File: src/sv/sfsc_pkg.sv
package sfsc_pkg;

	localparam int LINES_DEF    = 2;
	localparam int BODY_MAX_DEF = 256;

	localparam logic [7:0] HEADER_FIRST_RST  = 8'h5A;
	localparam logic [7:0] HEADER_SECOND_RST = 8'hA5;

	localparam logic REG_HEADER_FIRST  = 1'b0;
	localparam logic REG_HEADER_SECOND = 1'b1;

	localparam logic FUNC_FEED = 1'b0;

	localparam logic [7:0] ADDR_SRC_A = 8'h20;
	localparam logic [7:0] ADDR_SRC_B = 8'h21;
	localparam logic [7:0] ADDR_SRC_C = 8'h22;
	localparam logic [7:0] ADDR_SRC_D = 8'h3E;
	localparam logic [7:0] ADDR_SRC_E = 8'h3F;

	localparam logic [1:0] KIND_IDLE     = 2'd0;
	localparam logic [1:0] KIND_NOISE    = 2'd1;
	localparam logic [1:0] KIND_PROTOCOL = 2'd2;

	localparam logic [1:0] EV_NONE = 2'd0;
	localparam logic [1:0] EV_GOOD = 2'd1;
	localparam logic [1:0] EV_BAD  = 2'd2;

	typedef enum logic [2:0] {
		PH_HUNT   = 3'b001,
		PH_HEADER = 3'b010,
		PH_BODY   = 3'b100
	} phase_t;

	typedef struct packed {
		phase_t      phase;
		logic [8:0]  pos;
		logic [7:0]  len;
		logic [15:0] sum;
		logic [31:0] bytes;
		logic [31:0] good;
		logic [31:0] bad;
		logic [5:0]  seen;
		logic [7:0]  prev_src;
		logic [7:0]  prev_dst;
	} line_t;

	typedef struct packed {
		logic [7:0] ck_lo;
		logic [7:0] src;
		logic [7:0] dst;
	} held_t;

	localparam line_t LINE_INIT = '{
		phase:    PH_HUNT,
		pos:      9'd0,
		len:      8'd0,
		sum:      16'd0,
		bytes:    32'd0,
		good:     32'd0,
		bad:      32'd0,
		seen:     6'd0,
		prev_src: 8'd0,
		prev_dst: 8'd0
	};

	function automatic logic [5:0] source_bit(input logic [7:0] a);
		logic [5:0] r;
		unique case (a)
			ADDR_SRC_A: r = 6'b000001;
			ADDR_SRC_B: r = 6'b000010;
			ADDR_SRC_C: r = 6'b000100;
			ADDR_SRC_D: r = 6'b001000;
			ADDR_SRC_E: r = 6'b010000;
			default:    r = 6'b100000;
		endcase
		return r;
	endfunction

endpackage

File: src/sv/serial_frame_sniffer_classifier.sv
// Passive frame sniffer for several serial lines.
// Input channel: in_valid/in_stall carries one beat per item: func, line_select
// and data_byte. A feed beat advances the frame parser of the chosen line; a
// status beat only reads that line. Each beat gives exactly one result beat on
// the output channel out_valid/out_stall with the line's counters, address mask,
// last good source and destination, and the frame event caused by the beat.
// A beat accepted into the input register is parsed once the output register
// is free, and its result is loaded into that register. One beat per cycle is
// sustained while the receiver does not stall, also on the same line, since the
// line state is updated in the same cycle as the result register is loaded.
// When the receiver stalls, the result register holds and one more beat waits
// in the input register; after that in_stall rises until the result is taken.
// Reset clears all counters, parsers and masks of every line and loads the
// default header bytes 0x5A and 0xA5. The user must write the header registers
// (cfg_wr_en, cfg_index, cfg_data) only while idle; not enforced by the block.
module serial_frame_sniffer_classifier
	import sfsc_pkg::*;
#(
	parameter int LINES    = LINES_DEF,
	parameter int BODY_MAX = BODY_MAX_DEF
) (
	input  logic        clk,
	input  logic        arst_n,
	input  logic        cfg_wr_en,
	input  logic        cfg_index,
	input  logic [7:0]  cfg_data,
	input  logic        in_valid,
	output logic        in_stall,
	input  logic        func,
	input  logic        line_select,
	input  logic [7:0]  data_byte,
	output logic        out_valid,
	input  logic        out_stall,
	output logic [1:0]  line_kind,
	output logic [31:0] byte_total,
	output logic [31:0] good_total,
	output logic [31:0] bad_total,
	output logic [15:0] address_seen,
	output logic [7:0]  recent_source,
	output logic [7:0]  recent_dest,
	output logic [1:0]  frame_event
);

	localparam int LIDX_W = (LINES > 1) ? $clog2(LINES) : 1;

	logic [7:0] header_first_q;
	logic [7:0] header_second_q;

	logic       valid_s1;
	logic       func_s1;
	logic       line_s1;
	logic [7:0] byte_s1;

	line_t st_q [LINES];
	held_t hd_q [LINES];

	logic              advance;
	logic              in_range;
	logic              feed;
	logic [LIDX_W-1:0] idx;
	line_t             cur;
	line_t             nxt;
	held_t             hcur;
	held_t             hnxt;
	logic [1:0]        ev;
	logic [7:0]        len_eff;
	logic [8:0]        lim5;
	logic [9:0]        lim7;
	logic [9:0]        pos_inc;
	logic [15:0]       calc;

	logic        out_valid_q;
	logic [1:0]  kind_q;
	logic [31:0] bytes_q;
	logic [31:0] good_q;
	logic [31:0] bad_q;
	logic [15:0] mask_q;
	logic [7:0]  src_q;
	logic [7:0]  dst_q;
	logic [1:0]  ev_q;

	always_ff @(posedge clk or negedge arst_n) begin
		if (!arst_n) begin
			header_first_q  <= HEADER_FIRST_RST;
			header_second_q <= HEADER_SECOND_RST;
		end else if (cfg_wr_en) begin
			unique case (cfg_index)
				REG_HEADER_FIRST:  header_first_q  <= cfg_data;
				REG_HEADER_SECOND: header_second_q <= cfg_data;
				default: ;
			endcase
		end
	end

	assign advance  = valid_s1 && (!out_valid_q || !out_stall);
	assign in_stall = valid_s1 && !advance;

	always_ff @(posedge clk or negedge arst_n) begin
		if (!arst_n) begin
			valid_s1 <= 1'b0;
		end else if (in_valid && !in_stall) begin
			valid_s1 <= 1'b1;
		end else if (advance) begin
			valid_s1 <= 1'b0;
		end
	end

	always_ff @(posedge clk) begin
		if (in_valid && !in_stall) begin
			func_s1 <= func;
			line_s1 <= line_select;
			byte_s1 <= data_byte;
		end
	end

	assign in_range = (32'(line_s1) < LINES);
	assign idx      = in_range ? LIDX_W'(line_s1) : '0;
	assign feed     = in_range && (func_s1 == FUNC_FEED);
	assign cur      = st_q[idx];
	assign hcur     = hd_q[idx];

	always_comb begin
		nxt     = cur;
		hnxt    = hcur;
		ev      = EV_NONE;
		len_eff = cur.len;
		lim5    = '0;
		lim7    = '0;
		pos_inc = '0;
		calc    = ~cur.sum;
		if (feed) begin
			nxt.bytes = cur.bytes + 32'd1;
			unique case (cur.phase)
				PH_HUNT: begin
					if (byte_s1 == header_first_q) begin
						nxt.phase = PH_HEADER;
					end
				end
				PH_HEADER: begin
					if (byte_s1 == header_second_q) begin
						nxt.phase = PH_BODY;
						nxt.pos   = '0;
						nxt.sum   = '0;
					end else if (byte_s1 != header_first_q) begin
						nxt.phase = PH_HUNT;
					end
				end
				PH_BODY: begin
					if (cur.pos == 9'd0) begin
						len_eff = byte_s1;
						nxt.len = byte_s1;
					end
					lim5    = {1'b0, len_eff} + 9'd5;
					lim7    = {2'b00, len_eff} + 10'd7;
					pos_inc = {1'b0, cur.pos} + 10'd1;
					if ((cur.pos == 9'd0) && (({2'b00, byte_s1} + 10'd7) > 10'(BODY_MAX))) begin
						nxt.phase = PH_HUNT;
					end else begin
						if (cur.pos == 9'd1) begin
							hnxt.src = byte_s1;
						end
						if (cur.pos == 9'd2) begin
							hnxt.dst = byte_s1;
						end
						if (cur.pos < lim5) begin
							nxt.sum = cur.sum + {8'd0, byte_s1};
						end else if (cur.pos == lim5) begin
							hnxt.ck_lo = byte_s1;
						end
						nxt.pos = pos_inc[8:0];
						if (pos_inc >= lim7) begin
							nxt.phase = PH_HUNT;
							if (calc != {byte_s1, hcur.ck_lo}) begin
								nxt.bad = cur.bad + 32'd1;
								ev      = EV_BAD;
							end else begin
								nxt.good     = cur.good + 32'd1;
								nxt.prev_src = hcur.src;
								nxt.prev_dst = hcur.dst;
								nxt.seen     = cur.seen | source_bit(hcur.src);
								ev           = EV_GOOD;
							end
						end
					end
				end
				default: begin
					nxt.phase = PH_HUNT;
				end
			endcase
		end
	end

	always_ff @(posedge clk or negedge arst_n) begin
		if (!arst_n) begin
			for (int i = 0; i < LINES; i++) begin
				st_q[i] <= LINE_INIT;
			end
		end else if (advance && feed) begin
			st_q[idx] <= nxt;
		end
	end

	always_ff @(posedge clk) begin
		if (advance && feed) begin
			hd_q[idx] <= hnxt;
		end
	end

	always_ff @(posedge clk or negedge arst_n) begin
		if (!arst_n) begin
			out_valid_q <= 1'b0;
		end else if (advance) begin
			out_valid_q <= 1'b1;
		end else if (!out_stall) begin
			out_valid_q <= 1'b0;
		end
	end

	always_ff @(posedge clk) begin
		if (advance) begin
			if (in_range) begin
				if (nxt.good != 32'd0) begin
					kind_q <= KIND_PROTOCOL;
				end else if (nxt.bytes != 32'd0) begin
					kind_q <= KIND_NOISE;
				end else begin
					kind_q <= KIND_IDLE;
				end
				bytes_q <= nxt.bytes;
				good_q  <= nxt.good;
				bad_q   <= nxt.bad;
				mask_q  <= {nxt.seen[5], 10'd0, nxt.seen[4:0]};
				src_q   <= nxt.prev_src;
				dst_q   <= nxt.prev_dst;
				ev_q    <= ev;
			end else begin
				kind_q  <= KIND_IDLE;
				bytes_q <= '0;
				good_q  <= '0;
				bad_q   <= '0;
				mask_q  <= '0;
				src_q   <= '0;
				dst_q   <= '0;
				ev_q    <= EV_NONE;
			end
		end
	end

	assign out_valid     = out_valid_q;
	assign line_kind     = kind_q;
	assign byte_total    = bytes_q;
	assign good_total    = good_q;
	assign bad_total     = bad_q;
	assign address_seen  = mask_q;
	assign recent_source = src_q;
	assign recent_dest   = dst_q;
	assign frame_event   = ev_q;

endmodule
File: config.mk
export PLATFORM = sky130hd
export DESIGN_NAME = serial_frame_sniffer_classifier
export DESIGN_NICKNAME = d
export VERILOG_FILES = /design/src/sv/sfsc_pkg.sv /design/src/sv/serial_frame_sniffer_classifier.sv
export SDC_FILE = /design/constraint.sdc
export NUM_CORES = 1
export LEC_CHECK = 0
export ABC_AREA = 1
export BUFFER_PORTS_ARGS = -buffer_cell sky130_fd_sc_hd__buf_4
export CAP_MARGIN = 20
export CORE_MARGIN = 4
export CORE_UTILIZATION = 53
export CTS_CLUSTER_SIZE = 10
export DETAILED_ROUTE_END_ITERATION = 6
export PLACE_DENSITY_LB_ADDON = 0.12
export SLEW_MARGIN = 25
export SYNTH_ARGS = -nofsm -noshare
export SYNTH_HDL_FRONTEND = slang
export SYNTH_SLANG_ARGS = --single-unit
export TNS_END_PERCENT = 5
File: constraint.sdc
create_clock -name clk -period 8.13 [get_ports clk]
set_input_delay 1.2195 -clock clk [delete_from_list [all_inputs] [get_ports clk]]
set_output_delay 1.2195 -clock clk [all_outputs]
set_load 0.01 [all_outputs]
; ---- Word level (Yosys, flattened, before mapping)
; Memories as Yosys holds them, arrays and structs flattened. A register that Yosys moved wholly into a read port is not among the register bits.
; Index checks and enable logic that the tools add are counted.
; W data, S select, Z words.
[word_totals]
ram_bits = 48
reg_bits = 458
n_memories = 1
in_bits = 24
[op_classes]
muxes = 52
reduce_logical = 18
eq_ne = 16
n_bitwise = 7
magnitude_cmp = 5
add_sub_neg = 8
[memory_table]
columns = memory, depth, width, rd, rd_ports_with_merged_regs, write_ports, line_no
row1 = hd_q, 2, 24, 1, 1, 1, serial_frame_sniffer_classifier.sv:55  ; held_t hd_q [LINES];
[ops]
columns = cell, n
row1 = $mux W154, 5
row2 = $bwmux W308, 1
row3 = $mux W86, 3
row4 = $demux W154 S1, 1
row5 = $add A32 B1 Y32 const B, 3
row6 = $mux W24, 3
row7 = $mux W32, 2
row8 = $mux W8, 8
row9 = $reduce_bool A32 Y1, 2
row10 = $mux W16, 3
row11 = $eq A8 B6 Y1 const B, 5
row12 = $pmux W16 S2, 1
row13 = $mux W6, 5
row14 = $pmux W6 S5, 1
row15 = $add A8 B3 Y9 const B, 3
row16 = $mux W22, 1
row17 = $mux W9, 2
row18 = $pmux W9 S2, 1
row19 = $add A16 B8 Y16, 1
row20 = $eq A8 B8 Y1, 2
row21 = $ne A16 B16 Y1, 1
row22 = $not A16 Y16, 1
row23 = $mux W3, 5
row24 = $add A9 B1 Y10 const B, 1
row25 = other kinds (26), 45

; ---- Logic depth before layout (Yosys ltp)
[logic_depth]
word_depth = 22
ltp_mapped = 35
ltp_nobuf = 33

; ---- Worst setup path after synthesis
; Ideal clock, no wire load.
[synth_path]
kind = in2reg
start = input out_stall
end = memory hd_q[1][0] (netlist name), enable pin
cell_stages = 5
required_time_ps = 7732
setup_slack_ps = -1492
arrival_time_ps = 9225
path_cell_list = a21oi_1 nand2_1 nor2_1 clkbuf_1 clkbuf_1
[synth_via]
elab_chain_cells = 6
[synth_lines]
columns = item, line_no
row1 = "start, declared", serial_frame_sniffer_classifier.sv:33  ; input logic out_stall,
row2 = $logic_not A1 Y1, --
row3 = $logic_or A1 B1 Y1, serial_frame_sniffer_classifier.sv:95  ; assign advance = valid_s1 && (!out_valid_q || !out_stall);
row4 = $logic_and A1 B1 Y1, serial_frame_sniffer_classifier.sv:95
row5 = $logic_and A1 B1 Y1, serial_frame_sniffer_classifier.sv:204  ; if (advance && feed) begin
row6 = $mux W1, serial_frame_sniffer_classifier.sv:204
row7 = $mux W1 (not written as such), serial_frame_sniffer_classifier.sv:205  ; hd_q[idx] <= hnxt;
row8 = "end, declared", serial_frame_sniffer_classifier.sv:55
; No other way between the ends.

; ---- Final worst setup path
[layout_path]
start = register line_s1 (netlist: idx)
end = register kind_q[1] (netlist: line_kind[1]) (data pin)
[layout_via]
elab_chain_cells = 15
word_cells_on_any_way = 22
cone_classes = add/sub: 3 / order compare: 1 / eq/ne: 2 / mux: 11 / bitwise: 2 / reduce/logical: 3
[layout_lines]
columns = item, line_no
row1 = "start, declared", serial_frame_sniffer_classifier.sv:51  ; logic line_s1;
row2 = "start signal, assigned", serial_frame_sniffer_classifier.sv:111  ; line_s1 <= line_select;
row3 = $not A1 Y2 (not written as such) (*), serial_frame_sniffer_classifier.sv:119  ; assign cur = st_q[idx];
row4 = $mux W154 (not written as such) (*) (3 in a row), serial_frame_sniffer_classifier.sv:119
row5 = $logic_not A9 Y1, "serial_frame_sniffer_classifier.sv:149, serial_frame_sniffer_classifier.sv:156"
row6 = $mux W8, serial_frame_sniffer_classifier.sv:149  ; if (cur.pos == 9'd0) begin
row7 = $mux W8, serial_frame_sniffer_classifier.sv:133  ; unique case (cur.phase)
row8 = $mux W8, serial_frame_sniffer_classifier.sv:131  ; if (feed) begin
row9 = $add A8 B3 Y9, serial_frame_sniffer_classifier.sv:154  ; lim7 = {2'b00, len_eff} + 10'd7;
row10 = $ge A10 B9 Y1, serial_frame_sniffer_classifier.sv:171  ; if (pos_inc >= lim7) begin
row11 = $mux W86, serial_frame_sniffer_classifier.sv:171
row12 = $mux W86, serial_frame_sniffer_classifier.sv:156  ; if ((cur.pos == 9'd0) && (({2'b00, byte_s1} + 10'd7) > 10'(BODY_MAX))) begin
row13 = $mux W86, serial_frame_sniffer_classifier.sv:133
row14 = $mux W154 (*), serial_frame_sniffer_classifier.sv:131
row15 = $reduce_bool A32 Y1 (*), serial_frame_sniffer_classifier.sv:222  ; if (nxt.good != 32'd0) begin
row16 = "end signal, assigned", serial_frame_sniffer_classifier.sv:223  ; kind_q <= KIND_PROTOCOL;
row17 = "end signal, assigned", serial_frame_sniffer_classifier.sv:225  ; kind_q <= KIND_NOISE;
row18 = "end signal, assigned", serial_frame_sniffer_classifier.sv:227  ; kind_q <= KIND_IDLE;
row19 = "end, declared", serial_frame_sniffer_classifier.sv:73  ; logic [1:0] kind_q;
; Mark *: on every way between the ends. The rest lies on a longest branch, timed or not. The select of a mux whose other input is x is not followed.
; A chain may end at the register's enable or synchronous reset.

==> results.tsv <==
stage	metric	value	unit
run_status	status	finished, final reports clean	
timing	rsz0062_at_grt	no	
die	die_h	235	microns
clocking	postCtsHoldBufs	0	
pwr	p_leak	0.0142	uW
clocking	numCtsBuffers	59	
flow_run	max-cap-violations	0	
global_routing	grt_first_pass_wirelength	117000	microns
clocking	clkTransAtPathRegs	60	ps
die	start_util	0.535	
detailed_routing	vias_per_cell	5.36	
critical_path	reg2reg_slack	2130	ps
layout	area_growth_syn_to_layout	11.5	%
hold_path	worstHoldStart	st_q[202]	
synth	synth_top_area_cell	dfrtp_1	
timing	fin_ws	2130	ps
pwr	power_density	295	nW/um^2
hold_path	hold_path_depth	2	
timing	setup_viol	0	
die	rows	83	
place	port-buffer-count	147	
detailed_routing	route.final.wire_length	71800	microns
global_routing	overflow	0	
synth	netlist.area_leader.share	0.289	
synth	avgSynthCellArea	7.93	sq um
synth	yosys-top-cells-count	nand2_1 (1,258), inv_1 (364), o21ai_0 (364)	
layout	antenna_cells	0	
die	dieWidth	235	microns
synth	synth_seq_area_share	0.496	
synth	synth_cells	3456	
critical_path	slowest_stage	buf_4	
clocking	cts_resized	0	
timing	timing.slew.headroom	0.306	
place	place_congestion	0.910	
synth	async_reset_ff_frac	0.643	
layout	drive_gt1_frac	0.102	
timing	period_share	0.738	
clocking	root_buffer	clkbuf_16	
synth	synthFlopType	dfrtp_1	
synth	ys_ff_latch	507	
detailed_routing	route.detailed.drc	0	
die	ioPinCount	158	
critical_path	crit_buf_inv	7	
detailed_routing	dr.pass1.iters	6	
timing	tightest_slew	1040	ps
critical_path	slowest_delay	530	ps
synth	synth.distinct_cells	62	
synth	synthesis.area	27400	sq um
pwr	p_int	5760	uW
pwr	pwr-share-seq	0.413	
clocking	cts.sinks	507	
detailed_routing	wire_per_inst	16.8	microns
clocking	cts-htree-levels	2	
hold_path	hp-class	reg2reg	
pwr	pwr-share-clk	0.270	
critical_path	critPathCaptureType	flip-flop	
critical_path	cp-start-kind	flip-flop	
synth	synth-edff-count	180	
die	die_area	55400	sq um
timing	fmax	167	MHz
pwr	switchingPower	3250	uW
die	core	51200	sq um
global_routing	grt_max_degree	164	
pwr	ir_drop	0.000237	V
pwr	power.share.switching	0.361	
critical_path	r2r-end	line_kind[1]	
critical_path	reg2reg_from	idx	
timing	fin_crit	6000	ps
place	pre_cts_ws	2140	ps
hold_path	hold_path_end	st_q[202]	
detailed_routing	vias	22900	
timing	fin_worst_skew	22.3	ps
timing	hold_viol_final	0	
clocking	cts_tree	yes	
clocking	clk_path_buf_depth	3	
layout	fin_nets	3599	
critical_path	crit_required	8490	ps
pwr	pwr-share-comb	0.317	
critical_path	crit_family	simple AND/OR/NAND/NOR gates	
critical_path	ff2ff_path_depth	31	
synth	synth-warning-count	0	
critical_path	path_common_cell	nand2_1	
timing	fin_hold_ws	477	ps
detailed_routing	drt_iter0_drc	1789	
global_routing	grt_usage	0.255	
clocking	insertion_delay	630	ps
timing	finalSetupTns	0	ps
place	hpwl	47700	microns
synth	ys_top_cells_by_area	dfrtp_1 (29%), edfxtp_1 (20%), nand2_1 (17%)	
detailed_routing	antenna_left	0	
global_routing	grt_pass1_vias	22300	
global_routing	antenna_found_initial	0	
clocking	postCtsSetupBuffers	0	
timing	finalMaxSlewViolations	0	
critical_path	path_max_fanout	64	
synth	yosysMostFrequentCell	nand2_1	
critical_path	crit_type	reg2reg	
critical_path	cp.arrival	6360	ps
area by class of cell:
class	instances	area, sq um
well taps	680	851
fillers	4612	20600
flip-flops and latches	507	13600
clock inverters	7	73.8
clock buffers	102	1670
multi-input cells	2425	11600
repair buffers	169	1300
inverters	379	1440
cell families (layout without fill, tap and decap cells):
family	after synthesis	in the layout	synth area share
AO/OA/AOI/OAI	505	505	0.0985
XOR/XNOR	98	98	0.0313
adder cells (fa/ha/maj)	34	34	0.0158
buffers and inverters	533	657	0.0815
flip-flops	507	507	0.496
multiplexers	24	24	0.00877
other	1	10	0.000137
AND/OR/NAND/NOR	1754	1754	0.268
flip-flops by register name, indices dropped and copies added, names as in the netlist, named ones only:
name	cells
st_q	308
hd_q	48
bad_total	32
byte_total	32
good_total	32
byte_s1	8
header_first_q	8
header_second_q	8
recent_dest	8
recent_source	8
address_seen	6
frame_event	2
line_kind	2
func_s1	1
idx	1
out_valid	1
valid_s1	1
stage by stage:
step                total power [uW]  area, sq um  std cells  utilization
floorplan                       5720        27400       3465            -
global placement                6490        28800       4160        0.563
detailed placement              6600        28800       4160        0.563
CTS                             9060        30500       4269        0.597
global route                    9640        30500       4269        0.597
finish                          9010        30500       4269        0.597
layout by cell type (no fill, tap or decap), types with 23 or more instances in the layout:
| master | count |
|---|---|
| clkbuf_16 | 59 |
| nand2_1 | 1258 |
| edfxtp_1 | 180 |
| nand4_1 | 50 |
| ha_1 | 33 |
| nand3_1 | 106 |
| nand2_2 | 23 |
| nor2_1 | 188 |
| inv_1 | 362 |
| or2_2 | 23 |
| nor3_1 | 37 |
| buf_4 | 166 |
| dfrtp_1 | 316 |
| o21ai_1 | 56 |
| mux2i_1 | 24 |
| xor2_1 | 78 |
| o21ai_0 | 364 |
| clkbuf_1 | 40 |
how the worst max path moves through the flow:
| stage | from | cells past startpoint | endpoint |
|---|---|---|---|
| 6_report | idx | 31 | line_kind[1] |
| 5_1_grt | idx | 31 | line_kind[1] |
| 4_1_cts | idx | 31 | line_kind[1] |
| 3_5_place_dp | idx | 31 | line_kind[1] |
| 3_3_place_gp | idx | 31 | line_kind[1] |
| 2_1_floorplan | out_stall | 5 | hd_q[1][0] |
tightest hold or removal path: cells and delay by family, from the launching register on:
family,cells,cell delay [ps]
flip-flops,1,340
AND/OR/NAND/NOR,2,100
power groups by stage:
stage	Combinational (uW)	Clock [uW]	Sequential (uW)
final	2860	2440	3720
after global routing	3260	2600	3780
after CTS	2860	2490	3720
after detailed placement	2850	0	3750
after global placement	2770	0	3720
after floorplan	1990	0	3730
metal layers:
metal | routed length (microns) | vias to the layer above | GRT usage
li1 | - | 11200 | -
met1 | 31800 | 10900 | 0.350
met2 | 33700 | 686 | 0.420
met3 | 4570 | 121 | 0.0446
met4 | 1660 | 0 | 0.0723
met5 | 0 | - | 0
Power figures use the tool's default switching activity.
